===== src/rtl/ctd_pkg.sv =====
`timescale 1ns / 1ps

package ctd_pkg;

	// Sizing of the calibration buffer
	localparam int CAL_SAMPLES_DEF    = 10;
	localparam int TRIM_EACH_SIDE_DEF = 2;

	// Configuration port
	localparam int CFG_IDX_W  = 3;
	localparam int CFG_DATA_W = 16;

	localparam logic [CFG_IDX_W-1:0] REG_TOUCH_MARGIN     = 3'd0;
	localparam logic [CFG_IDX_W-1:0] REG_UPPER_MULTIPLE   = 3'd1;
	localparam logic [CFG_IDX_W-1:0] REG_HOLDOFF_COUNT    = 3'd2;
	localparam logic [CFG_IDX_W-1:0] REG_GROUP_SINGLE     = 3'd3;
	localparam logic [CFG_IDX_W-1:0] REG_GROUP_CONTINUOUS = 3'd4;
	localparam logic [CFG_IDX_W-1:0] REG_FAULT_LIMIT      = 3'd5;

	// Register reset values
	localparam logic [15:0] TOUCH_MARGIN_RST     = 16'd100;
	localparam logic [3:0]  UPPER_MULTIPLE_RST   = 4'd10;
	localparam logic [3:0]  HOLDOFF_COUNT_RST    = 4'd3;
	localparam logic [3:0]  GROUP_SINGLE_RST     = 4'd3;
	localparam logic [3:0]  GROUP_CONTINUOUS_RST = 4'd6;
	localparam logic [15:0] FAULT_LIMIT_RST      = 16'd32767;

	// Command and result kinds
	localparam logic CMD_CAL  = 1'b0;
	localparam logic CMD_SCAN = 1'b1;
	localparam logic KIND_CAL  = 1'b0;
	localparam logic KIND_SCAN = 1'b1;

	typedef struct packed {
		logic        cmd;
		logic [15:0] sample;
		logic        continuous;
	} in_item_t;

	typedef struct packed {
		logic        kind;
		logic        touched;
		logic [15:0] peak;
		logic [15:0] baseline;
		logic        fault;
	} out_item_t;

endpackage


===== src/rtl/capacitive_touch_detector_top.sv =====
// Scan beat that closes a group: update (S_SCAN), evaluate (S_EVAL) and hand-over (S_PUSH),
// then ready again; a scan beat that leaves its group open goes back to idle after evaluate,
// and a calibration beat that does not fill the buffer leaves the block ready. The filling
// calibration beat runs rank counting, the reciprocal multiply (S_DIV) and hand-over.
// Hand-over waits while the previous result beat is stalled at the output.
// Reset (arst_n low) clears control, counters, baseline, lockout and registers; not the buffer.
`timescale 1ns / 1ps

module capacitive_touch_detector_top #(
	parameter int CAL_SAMPLES    = ctd_pkg::CAL_SAMPLES_DEF,
	parameter int TRIM_EACH_SIDE = ctd_pkg::TRIM_EACH_SIDE_DEF
) (
	input  logic                           clk,
	input  logic                           arst_n,
	input  logic                           in_valid,
	output logic                           in_ready,
	input  ctd_pkg::in_item_t              in_item,
	output logic                           out_valid,
	input  logic                           out_ready,
	output ctd_pkg::out_item_t             out_item,
	input  logic                           cfg_valid,
	output logic                           cfg_ready,
	input  logic [ctd_pkg::CFG_IDX_W-1:0]  cfg_index,
	input  logic [ctd_pkg::CFG_DATA_W-1:0] cfg_data
);

	// Derived sizes
	localparam int TRIM   = (2 * TRIM_EACH_SIDE >= CAL_SAMPLES) ?
				(CAL_SAMPLES - 1) / 2 : TRIM_EACH_SIDE;
	localparam int KEPT   = CAL_SAMPLES - 2 * TRIM;
	localparam int IDX_W  = $clog2(CAL_SAMPLES);
	localparam int CNT_W  = $clog2(CAL_SAMPLES + 1);
	localparam int SUM_W  = 16 + $clog2(CAL_SAMPLES);

	// Reciprocal of the kept count, exact for any sum below 2**SUM_W
	localparam int               DIV_SH = SUM_W + $clog2(KEPT);
	localparam int               RCP_W  = SUM_W + 1;
	localparam int               PROD_W = SUM_W + RCP_W;
	localparam logic [RCP_W-1:0] RECIP  =
				RCP_W'(((64'd1 << DIV_SH) + 64'(KEPT) - 64'd1) / 64'(KEPT));

	typedef enum logic [8:0] {
		S_IDLE      = 9'b000000001,
		S_CAL_PIVOT = 9'b000000010,
		S_CAL_LATCH = 9'b000000100,
		S_CAL_RANK  = 9'b000001000,
		S_CAL_ACC   = 9'b000010000,
		S_DIV       = 9'b000100000,
		S_SCAN      = 9'b001000000,
		S_EVAL      = 9'b010000000,
		S_PUSH      = 9'b100000000
	} state_t;

	state_t state_q;

	// Configuration registers
	logic [15:0] touch_margin_q;
	logic [3:0]  upper_multiple_q;
	logic [3:0]  holdoff_count_q;
	logic [3:0]  group_single_q;
	logic [3:0]  group_continuous_q;
	logic [15:0] fault_limit_q;

	// Detector state
	logic [IDX_W-1:0] cal_cnt_q;
	logic [15:0]      baseline_q;
	logic [3:0]       lockout_q;
	logic [3:0]       group_count_q;
	logic [15:0]      group_peak_q;
	logic             group_mode_q;

	// Sequencer working registers
	logic [IDX_W-1:0]  i_q;
	logic [CNT_W-1:0]  j_q;
	logic [CNT_W-1:0]  rank_q;
	logic [IDX_W-1:0]  cmp_idx_s1;
	logic              cmp_vld_s1;
	logic [15:0]       pivot_q;
	logic [SUM_W-1:0]  sum_q;
	logic [15:0]       smp_q;
	logic              cont_q;

	// Result staging
	ctd_pkg::out_item_t res_q;
	ctd_pkg::out_item_t res_d;
	logic               res_load;

	// Sample buffer
	logic [15:0]      cal_mem [CAL_SAMPLES];
	logic [IDX_W-1:0] rd_addr;
	logic [15:0]      rd_data_q;
	logic             mem_we;

	logic in_acc;
	logic out_free;

	assign in_ready  = (state_q == S_IDLE);
	assign cfg_ready = 1'b1;
	assign in_acc    = in_valid && in_ready;
	assign out_free  = !out_valid || out_ready;
	assign mem_we    = in_acc && (in_item.cmd == ctd_pkg::CMD_CAL);

	// Buffer write and registered read
	always_ff @(posedge clk) begin
		if (mem_we) begin
			cal_mem[cal_cnt_q] <= in_item.sample;
		end
		rd_data_q <= cal_mem[rd_addr];
	end

	always_comb begin
		if (state_q == S_CAL_PIVOT) begin
			rd_addr = i_q;
		end else if (j_q == CNT_W'(CAL_SAMPLES)) begin
			rd_addr = '0;
		end else begin
			rd_addr = j_q[IDX_W-1:0];
		end
	end

	// Rank compare: ties broken by buffer position
	logic cmp_less;
	assign cmp_less = (rd_data_q < pivot_q) ||
			((rd_data_q == pivot_q) && (cmp_idx_s1 < i_q));

	logic             rank_in;
	logic [SUM_W-1:0] sum_nxt;
	assign rank_in = (rank_q >= CNT_W'(TRIM)) && (rank_q < CNT_W'(TRIM + KEPT));
	assign sum_nxt = rank_in ? sum_q + SUM_W'(pivot_q) : sum_q;

	// Mean of the kept values: multiply by the reciprocal and drop the fraction
	logic [PROD_W-1:0] prod;
	logic [15:0]       quot;
	assign prod = PROD_W'(sum_q) * PROD_W'(RECIP);
	assign quot = prod[DIV_SH +: 16];

	// Scan group update
	logic [15:0] peak_base;
	logic [15:0] peak_new;
	logic        mode_new;
	assign mode_new  = (group_count_q == 4'd0) ? cont_q : group_mode_q;
	assign peak_base = (group_count_q == 4'd0) ? 16'd0 : group_peak_q;
	assign peak_new  = (smp_q > peak_base) ? smp_q : peak_base;

	// Scan group evaluation
	logic [3:0]  size_raw;
	logic [3:0]  size;
	logic        grp_open;
	logic [16:0] lower_lim;
	logic [19:0] upper_lim;
	logic        hit;
	logic        touched;
	logic [3:0]  lock_ld;
	logic [3:0]  lock_nxt;
	assign size_raw  = group_mode_q ? group_continuous_q : group_single_q;
	assign size      = (size_raw == 4'd0) ? 4'd1 : size_raw;
	assign grp_open  = (group_count_q != 4'd0) && (group_count_q < size);
	assign lower_lim = {1'b0, baseline_q} + {1'b0, touch_margin_q};
	assign upper_lim = {4'd0, baseline_q} * {16'd0, upper_multiple_q};
	assign hit       = ({1'b0, group_peak_q} > lower_lim) &&
			({4'd0, group_peak_q} < upper_lim);
	assign touched   = hit && (lockout_q == 4'd0);
	assign lock_ld   = hit ? holdoff_count_q : lockout_q;
	assign lock_nxt  = (lock_ld != 4'd0) ? lock_ld - 4'd1 : lock_ld;

	// Result word for whichever path finishes
	always_comb begin
		res_load = 1'b0;
		res_d    = res_q;
		if (state_q == S_DIV) begin
			res_load         = 1'b1;
			res_d.kind       = ctd_pkg::KIND_CAL;
			res_d.touched    = 1'b0;
			res_d.peak       = 16'd0;
			res_d.baseline   = quot;
			res_d.fault      = (quot > fault_limit_q);
		end else if (state_q == S_EVAL && !grp_open) begin
			res_load         = 1'b1;
			res_d.kind       = ctd_pkg::KIND_SCAN;
			res_d.touched    = touched;
			res_d.peak       = group_peak_q;
			res_d.baseline   = baseline_q;
			res_d.fault      = (baseline_q > fault_limit_q);
		end
	end

	always_ff @(posedge clk) begin
		if (res_load) begin
			res_q <= res_d;
		end
	end

	// Configuration writes
	always_ff @(posedge clk or negedge arst_n) begin
		if (!arst_n) begin
			touch_margin_q     <= ctd_pkg::TOUCH_MARGIN_RST;
			upper_multiple_q   <= ctd_pkg::UPPER_MULTIPLE_RST;
			holdoff_count_q    <= ctd_pkg::HOLDOFF_COUNT_RST;
			group_single_q     <= ctd_pkg::GROUP_SINGLE_RST;
			group_continuous_q <= ctd_pkg::GROUP_CONTINUOUS_RST;
			fault_limit_q      <= ctd_pkg::FAULT_LIMIT_RST;
		end else if (cfg_valid && cfg_ready) begin
			case (cfg_index)
				ctd_pkg::REG_TOUCH_MARGIN:     touch_margin_q     <= cfg_data;
				ctd_pkg::REG_UPPER_MULTIPLE:   upper_multiple_q   <= cfg_data[3:0];
				ctd_pkg::REG_HOLDOFF_COUNT:    holdoff_count_q    <= cfg_data[3:0];
				ctd_pkg::REG_GROUP_SINGLE:     group_single_q     <= cfg_data[3:0];
				ctd_pkg::REG_GROUP_CONTINUOUS: group_continuous_q <= cfg_data[3:0];
				ctd_pkg::REG_FAULT_LIMIT:      fault_limit_q      <= cfg_data;
				default: begin
				end
			endcase
		end
	end

	// Working registers of the sequencer (payload, no reset)
	always_ff @(posedge clk) begin
		unique case (state_q)
			S_IDLE: begin
				if (in_acc) begin
					smp_q  <= in_item.sample;
					cont_q <= in_item.continuous;
					i_q    <= '0;
					sum_q  <= '0;
				end
			end
			S_CAL_LATCH: begin
				pivot_q <= rd_data_q;
				j_q     <= '0;
				rank_q  <= '0;
			end
			S_CAL_RANK: begin
				if (j_q != CNT_W'(CAL_SAMPLES)) begin
					j_q        <= j_q + CNT_W'(1);
					cmp_idx_s1 <= j_q[IDX_W-1:0];
				end
				if (cmp_vld_s1 && cmp_less) begin
					rank_q <= rank_q + CNT_W'(1);
				end
			end
			S_CAL_ACC: begin
				sum_q <= sum_nxt;
				i_q   <= i_q + IDX_W'(1);
			end
			S_CAL_PIVOT, S_DIV, S_SCAN, S_EVAL, S_PUSH: begin
			end
			default: begin
			end
		endcase
	end

	// Sequencer and detector state
	always_ff @(posedge clk or negedge arst_n) begin
		if (!arst_n) begin
			state_q       <= S_IDLE;
			cal_cnt_q     <= '0;
			baseline_q    <= '0;
			lockout_q     <= '0;
			group_count_q <= '0;
			group_peak_q  <= '0;
			group_mode_q  <= 1'b0;
			cmp_vld_s1    <= 1'b0;
		end else begin
			unique case (state_q)
				S_IDLE: begin
					if (in_acc) begin
						if (in_item.cmd == ctd_pkg::CMD_SCAN) begin
							state_q <= S_SCAN;
						end else if (cal_cnt_q == IDX_W'(CAL_SAMPLES - 1)) begin
							cal_cnt_q <= '0;
							state_q   <= S_CAL_PIVOT;
						end else begin
							cal_cnt_q <= cal_cnt_q + IDX_W'(1);
						end
					end
				end
				S_CAL_PIVOT: begin
					state_q <= S_CAL_LATCH;
				end
				S_CAL_LATCH: begin
					cmp_vld_s1 <= 1'b0;
					state_q    <= S_CAL_RANK;
				end
				S_CAL_RANK: begin
					cmp_vld_s1 <= (j_q != CNT_W'(CAL_SAMPLES));
					if (j_q == CNT_W'(CAL_SAMPLES) && !cmp_vld_s1) begin
						state_q <= S_CAL_ACC;
					end
				end
				S_CAL_ACC: begin
					if (i_q == IDX_W'(CAL_SAMPLES - 1)) begin
						state_q <= S_DIV;
					end else begin
						state_q <= S_CAL_PIVOT;
					end
				end
				S_DIV: begin
					baseline_q <= quot;
					state_q    <= S_PUSH;
				end
				S_SCAN: begin
					group_mode_q  <= mode_new;
					group_peak_q  <= peak_new;
					group_count_q <= group_count_q + 4'd1;
					if (group_count_q == 4'd0 && cont_q) begin
						lockout_q <= 4'd0;
					end
					state_q <= S_EVAL;
				end
				S_EVAL: begin
					if (grp_open) begin
						state_q <= S_IDLE;
					end else begin
						group_count_q <= 4'd0;
						lockout_q     <= lock_nxt;
						state_q       <= S_PUSH;
					end
				end
				S_PUSH: begin
					if (out_free) begin
						state_q <= S_IDLE;
					end
				end
				default: begin
					state_q <= S_IDLE;
				end
			endcase
		end
	end

	// Output register
	always_ff @(posedge clk or negedge arst_n) begin
		if (!arst_n) begin
			out_valid <= 1'b0;
		end else if (state_q == S_PUSH && out_free) begin
			out_valid <= 1'b1;
		end else if (out_ready) begin
			out_valid <= 1'b0;
		end
	end

	always_ff @(posedge clk) begin
		if (state_q == S_PUSH && out_free) begin
			out_item <= res_q;
		end
	end

endmodule


===== config.mk =====
export PLATFORM = sky130hd
export DESIGN_NAME = capacitive_touch_detector_top
export DESIGN_NICKNAME = d
export VERILOG_FILES = /design/src/rtl/ctd_pkg.sv /design/src/rtl/capacitive_touch_detector_top.sv
export SDC_FILE = /design/constraint.sdc
export NUM_CORES = 1
export LEC_CHECK = 0
export BUFFER_PORTS_ARGS = -buffer_cell sky130_fd_sc_hd__buf_2
export CAP_MARGIN = 10
export CORE_MARGIN = 4
export CORE_UTILIZATION = 64
export CTS_CLUSTER_SIZE = 12
export DETAILED_ROUTE_END_ITERATION = 10
export GPL_ROUTABILITY_DRIVEN = 0
export MAX_ROUTING_LAYER = met4
export PLACE_DENSITY = 0.85
export REMOVE_ABC_BUFFERS = 1
export SLEW_MARGIN = 20
export SYNTH_ARGS = -nofsm -noshare
export SYNTH_HDL_FRONTEND = slang
export SYNTH_SLANG_ARGS = --single-unit

===== constraint.sdc =====
create_clock -name clk -period 10.2 [get_ports clk]
set_input_delay 0 -clock clk [delete_from_list [all_inputs] [get_ports clk]]
set_output_delay 0 -clock clk [all_outputs]
set_load 0.02 [all_outputs]

==> summary.md <==
| Metric | Value |
|---|---|
| Status | `finished clean` |
| Final Critical Period | `8.262 ns` |
| Number of flops mapped to enable cells by yosys | `roughly 300` |
| Setup Viol. Count Final | `0` |
| Critical path's slowest cell | `fa_1` |
| Final hold vios | `0` |
| Initial antenna violation count | `1` |
| Die ar. | `47,270 sq um` |
| Data required, critical path | `10.55 ns` |
| Gr usage total | `0.3022` |
| Flops & latches, synth | `419` |
| Core Box Area | `between 40,000 and 50,000 sq um` |
| Vias per cell | `6.064` |
| Largest net degree at the start of global routing | `69` |
| Cell count after synthesis | `between 2,000 and 2,500` |
| Post-route DRC | `0` |
| Final period util | `0.8100` |
| Worst setup SP type | `flop` |
| Clock transition at the registers of the reported paths | `0.07 ns` |
| Final wirelength | `slightly below 70,000 microns` |
| Iteration-0 DRC Markers | `approximately 1,600` |
| Rel. slew slack | `0.2408` |
| Post-cts resize count | `0` |
| Syn_area_per_cell | `11.30 sq um` |
| Post-DP HPWL | `48,060 microns` |
| Area added between synthesis and finish | `10.41%` |
| Layout cell share with drive strength beyond 1 | `0.1036` |
| RSZ-0062 raised after global routing | `false` |
| Clock Latency Late Sink | `~0.61 ns` |
| Clk_skew | `0.05057 ns` |
| Max Slew Vio Count | `0` |
| Hold depth | `2` |
| Crit Reg-Reg Endpoint | `res_q[0]` |
| Worst hold path class | `in -> reg` |
| Worst Max-Slew Pin Slew | `1.135 ns` |
| Max capacitance violation total | `0` |
| Gr ovfl total | `0` |
| Mapped cell area | `28,070 sq um` |
| Vias in the first global route | `20,580` |
| Worst path most repeated cell | `fa_1` |
| Layout fillers | `2,824` |
| Worst setup EP type | `flop` |
| Hold slack | `approximately 0.12 ns` |
| CP Data Arrival Time | `8.61 ns` |
| Vias | `19,600` |
| Fmax | `121.0 MHz` |
| Clock buffer depth | `3` |
| Setup TNS | `0 ns` |
| Clock buffer count from CTS | `44` |
| Wire per inst | `approximately 21 microns` |
| Min-Delay Endpoint | `cont_q` |
| TritonRoute pass-1 iters | `5` |
| Io pins | `80` |
| Port Buffers | `approximately 80` |
| CP Max Fanout | `7` |
| Ys Warns | `0` |
| Hold Path Origin | `in_item[0]` |
| Crit-path max cell delay | `~0.55 ns` |
| Die width | `217.4 microns` |
| Netlist cell types | `85` |
| First-pass GRT wire length | `109,500 microns` |
| Ys async rst share | `0.2482` |
| Root Driver | `clkbuf_16` |
| FF-to-FF path depth | `31` |
| Nets | `3,160` |
| Die height | `approximately 220 microns` |
| CTS tree | `built` |
| Ys flop type | `edfxtp_1` |
| CTS sink cnt | `between 400 and 500` |
| Initial core utilization | `0.6501` |
| Routed Antenna Nets | `0` |
| Std cell rows | `76` |
| Setup CP Type | `reg -> reg` |
| H-tree depth | `2` |
| Reg-to-Reg Start | `sum_q[11]` |
| Sequential-to-total area share from yosys stat | `0.4252` |
| R2R Setup Slk | `approximately 1.9 ns` |
state kept, by name (all words and copies together), names as in the netlist, 9 cells and up:
name,count
cal_mem,160
out_item,35
res_q,35
sum_q,20
baseline_q,16
fault_limit_q,16
group_peak_q,16
pivot_q,16
rd_data_q,16
smp_q,16
touch_margin_q,16
state_q,9
layout by cell type, fill, tap and decap left out, types with 35 or more instances in the layout:
master,count
a21o_1,47
a21oi_1,83
and2_1,61
buf_2,77
clkbuf_16,45
dfrtp_1,77
dlygate4sd3_1,43
edfxtp_1,299
fa_1,164
ha_1,343
inv_1,345
mux2_2,52
nand2_1,294
nand3_1,51
nor2_1,84
o21ai_0,49
xnor2_1,37
xor2_1,35
cells by family (layout without fill, tap and decap cells):
logic type | after synthesis | after routing | share of synthesized area
buffers and inverters | 401 | 563 | 0.05532
adder cells (fa/ha/maj) | 507 | 507 | 0.2699
AO/OA/AOI/OAI | 339 | 339 | 0.08136
multiplexers | 81 | 81 | 0.03201
XOR/XNOR | 72 | 72 | 0.02247
other | 1 | 2 | 0.0001336
AND/OR/NAND/NOR | 664 | 664 | 0.1136
flip-flops | 419 | 419 | 0.4252
how the worst max path moves through the flow:
| stage | start | to | cells after the start | slack [ns] |
|---|---|---|---|---|
| 6_report | sum_q[11] | res_q[0] | 31 | 1.94 |
| 2_1_floorplan | sum_q[11] | res_q[0] | 30 | 2.96 |
| 4_1_cts | sum_q[11] | res_q[0] | 31 | 2.02 |
| 3_3_place_gp | sum_q[9] | res_q[0] | 31 | 2.45 |
| 5_1_grt | sum_q[11] | res_q[0] | 31 | 1.58 |
| 3_5_place_dp | sum_q[11] | res_q[0] | 31 | 2.10 |
cell usage after synthesis, types with 6 or more instances:
cell      instances  share of area
nand3_1          51         0.0091
nor3b_1           6         0.0016
clkbuf_1         38         0.0051
o211ai_1          6         0.0016
dfstp_2          27          0.025
nor2b_1          17         0.0038
a211oi_1         24         0.0064
nand4_1          27         0.0060
inv_1           345          0.046
nand2b_1         15         0.0033
dfxtp_1          16          0.011
mux2_2           52          0.021
o21ai_0          49         0.0087
mux2i_1          26         0.0093
fa_1            164           0.12
edfxtp_1        299           0.32
nand2_1         294          0.039
and3_1           24         0.0053
and2_1           61          0.014
xor2_1           35          0.011
a31oi_1          23         0.0051
ha_1            343           0.15
nor2_1           88          0.012
a21oi_1          86          0.015
o21bai_1          6         0.0016
nor3_1           35         0.0062
o21a_1           25         0.0067
o21ai_1          12         0.0021
or3_1             9         0.0020
buf_2             9         0.0016
a311oi_1         16         0.0050
dfrtp_1          77          0.069
xnor2_1          37          0.012
nand3b_1          8         0.0021
a21o_1           48          0.013
worst max-delay path: cells and delay by family (launching register included):
kind                       cells  cell delay (ns)
and+or+nand+nor                4             0.50
adders and majority gates      9             3.96
xor gates and xnor gates       1             0.28
buffers and inverters          4             0.20
DFF                            1             0.54
AOI/OAI and AO/OA             13             2.50
stage by stage:
step | cell area, sq um | util | std cells | setup WS, ns
final | 30990 | 0.7178 | 3232 | 1.938
after global routing | 30990 | 0.7178 | 3232 | 1.585
after CTS | 30980 | 0.7175 | 3231 | 2.019
after detailed placement | 29160 | 0.6754 | 3106 | 2.099
after global placement | 29160 | 0.6754 | 3106 | 2.455
after floorplan | 27820 | - | 2430 | 2.962
area by class of cell:
class / count / area [sq um] / area share
clock inverters: 11 / 140.1 / 0.004522
multi-input cells: 1664 / 14710 / 0.4746
clock buffers: 70 / 1230 / 0.03969
well taps: 585 / 732.0 / 0.02362
diodes: 1 / 2.502 / 0.00008075
inverters: 347 / 1303 / 0.04203
flip-flops and latches: 419 / 11940 / 0.3851
repair buffers: 135 / 940.9 / 0.03036
timing repair:
item                      4_1_cts  5_1_grt
hold buffers                   44        0
setup buffers                   0        0
hold endpoints to repair      268        0
per-layer routing:
metal / vias up / track usage / wire (microns)
met4: 0 / 0.09794 / 2420
met3: 183 / 0.04319 / 4929
met2: 832 / 0.5078 / 34210
met1: 9741 / 0.3840 / 26810
met5: - / - / 0
li1: 8843 / - / -
Power is not shown: default switching activity piles up to over one toggle a cycle in this logic, so the estimate is an artifact.
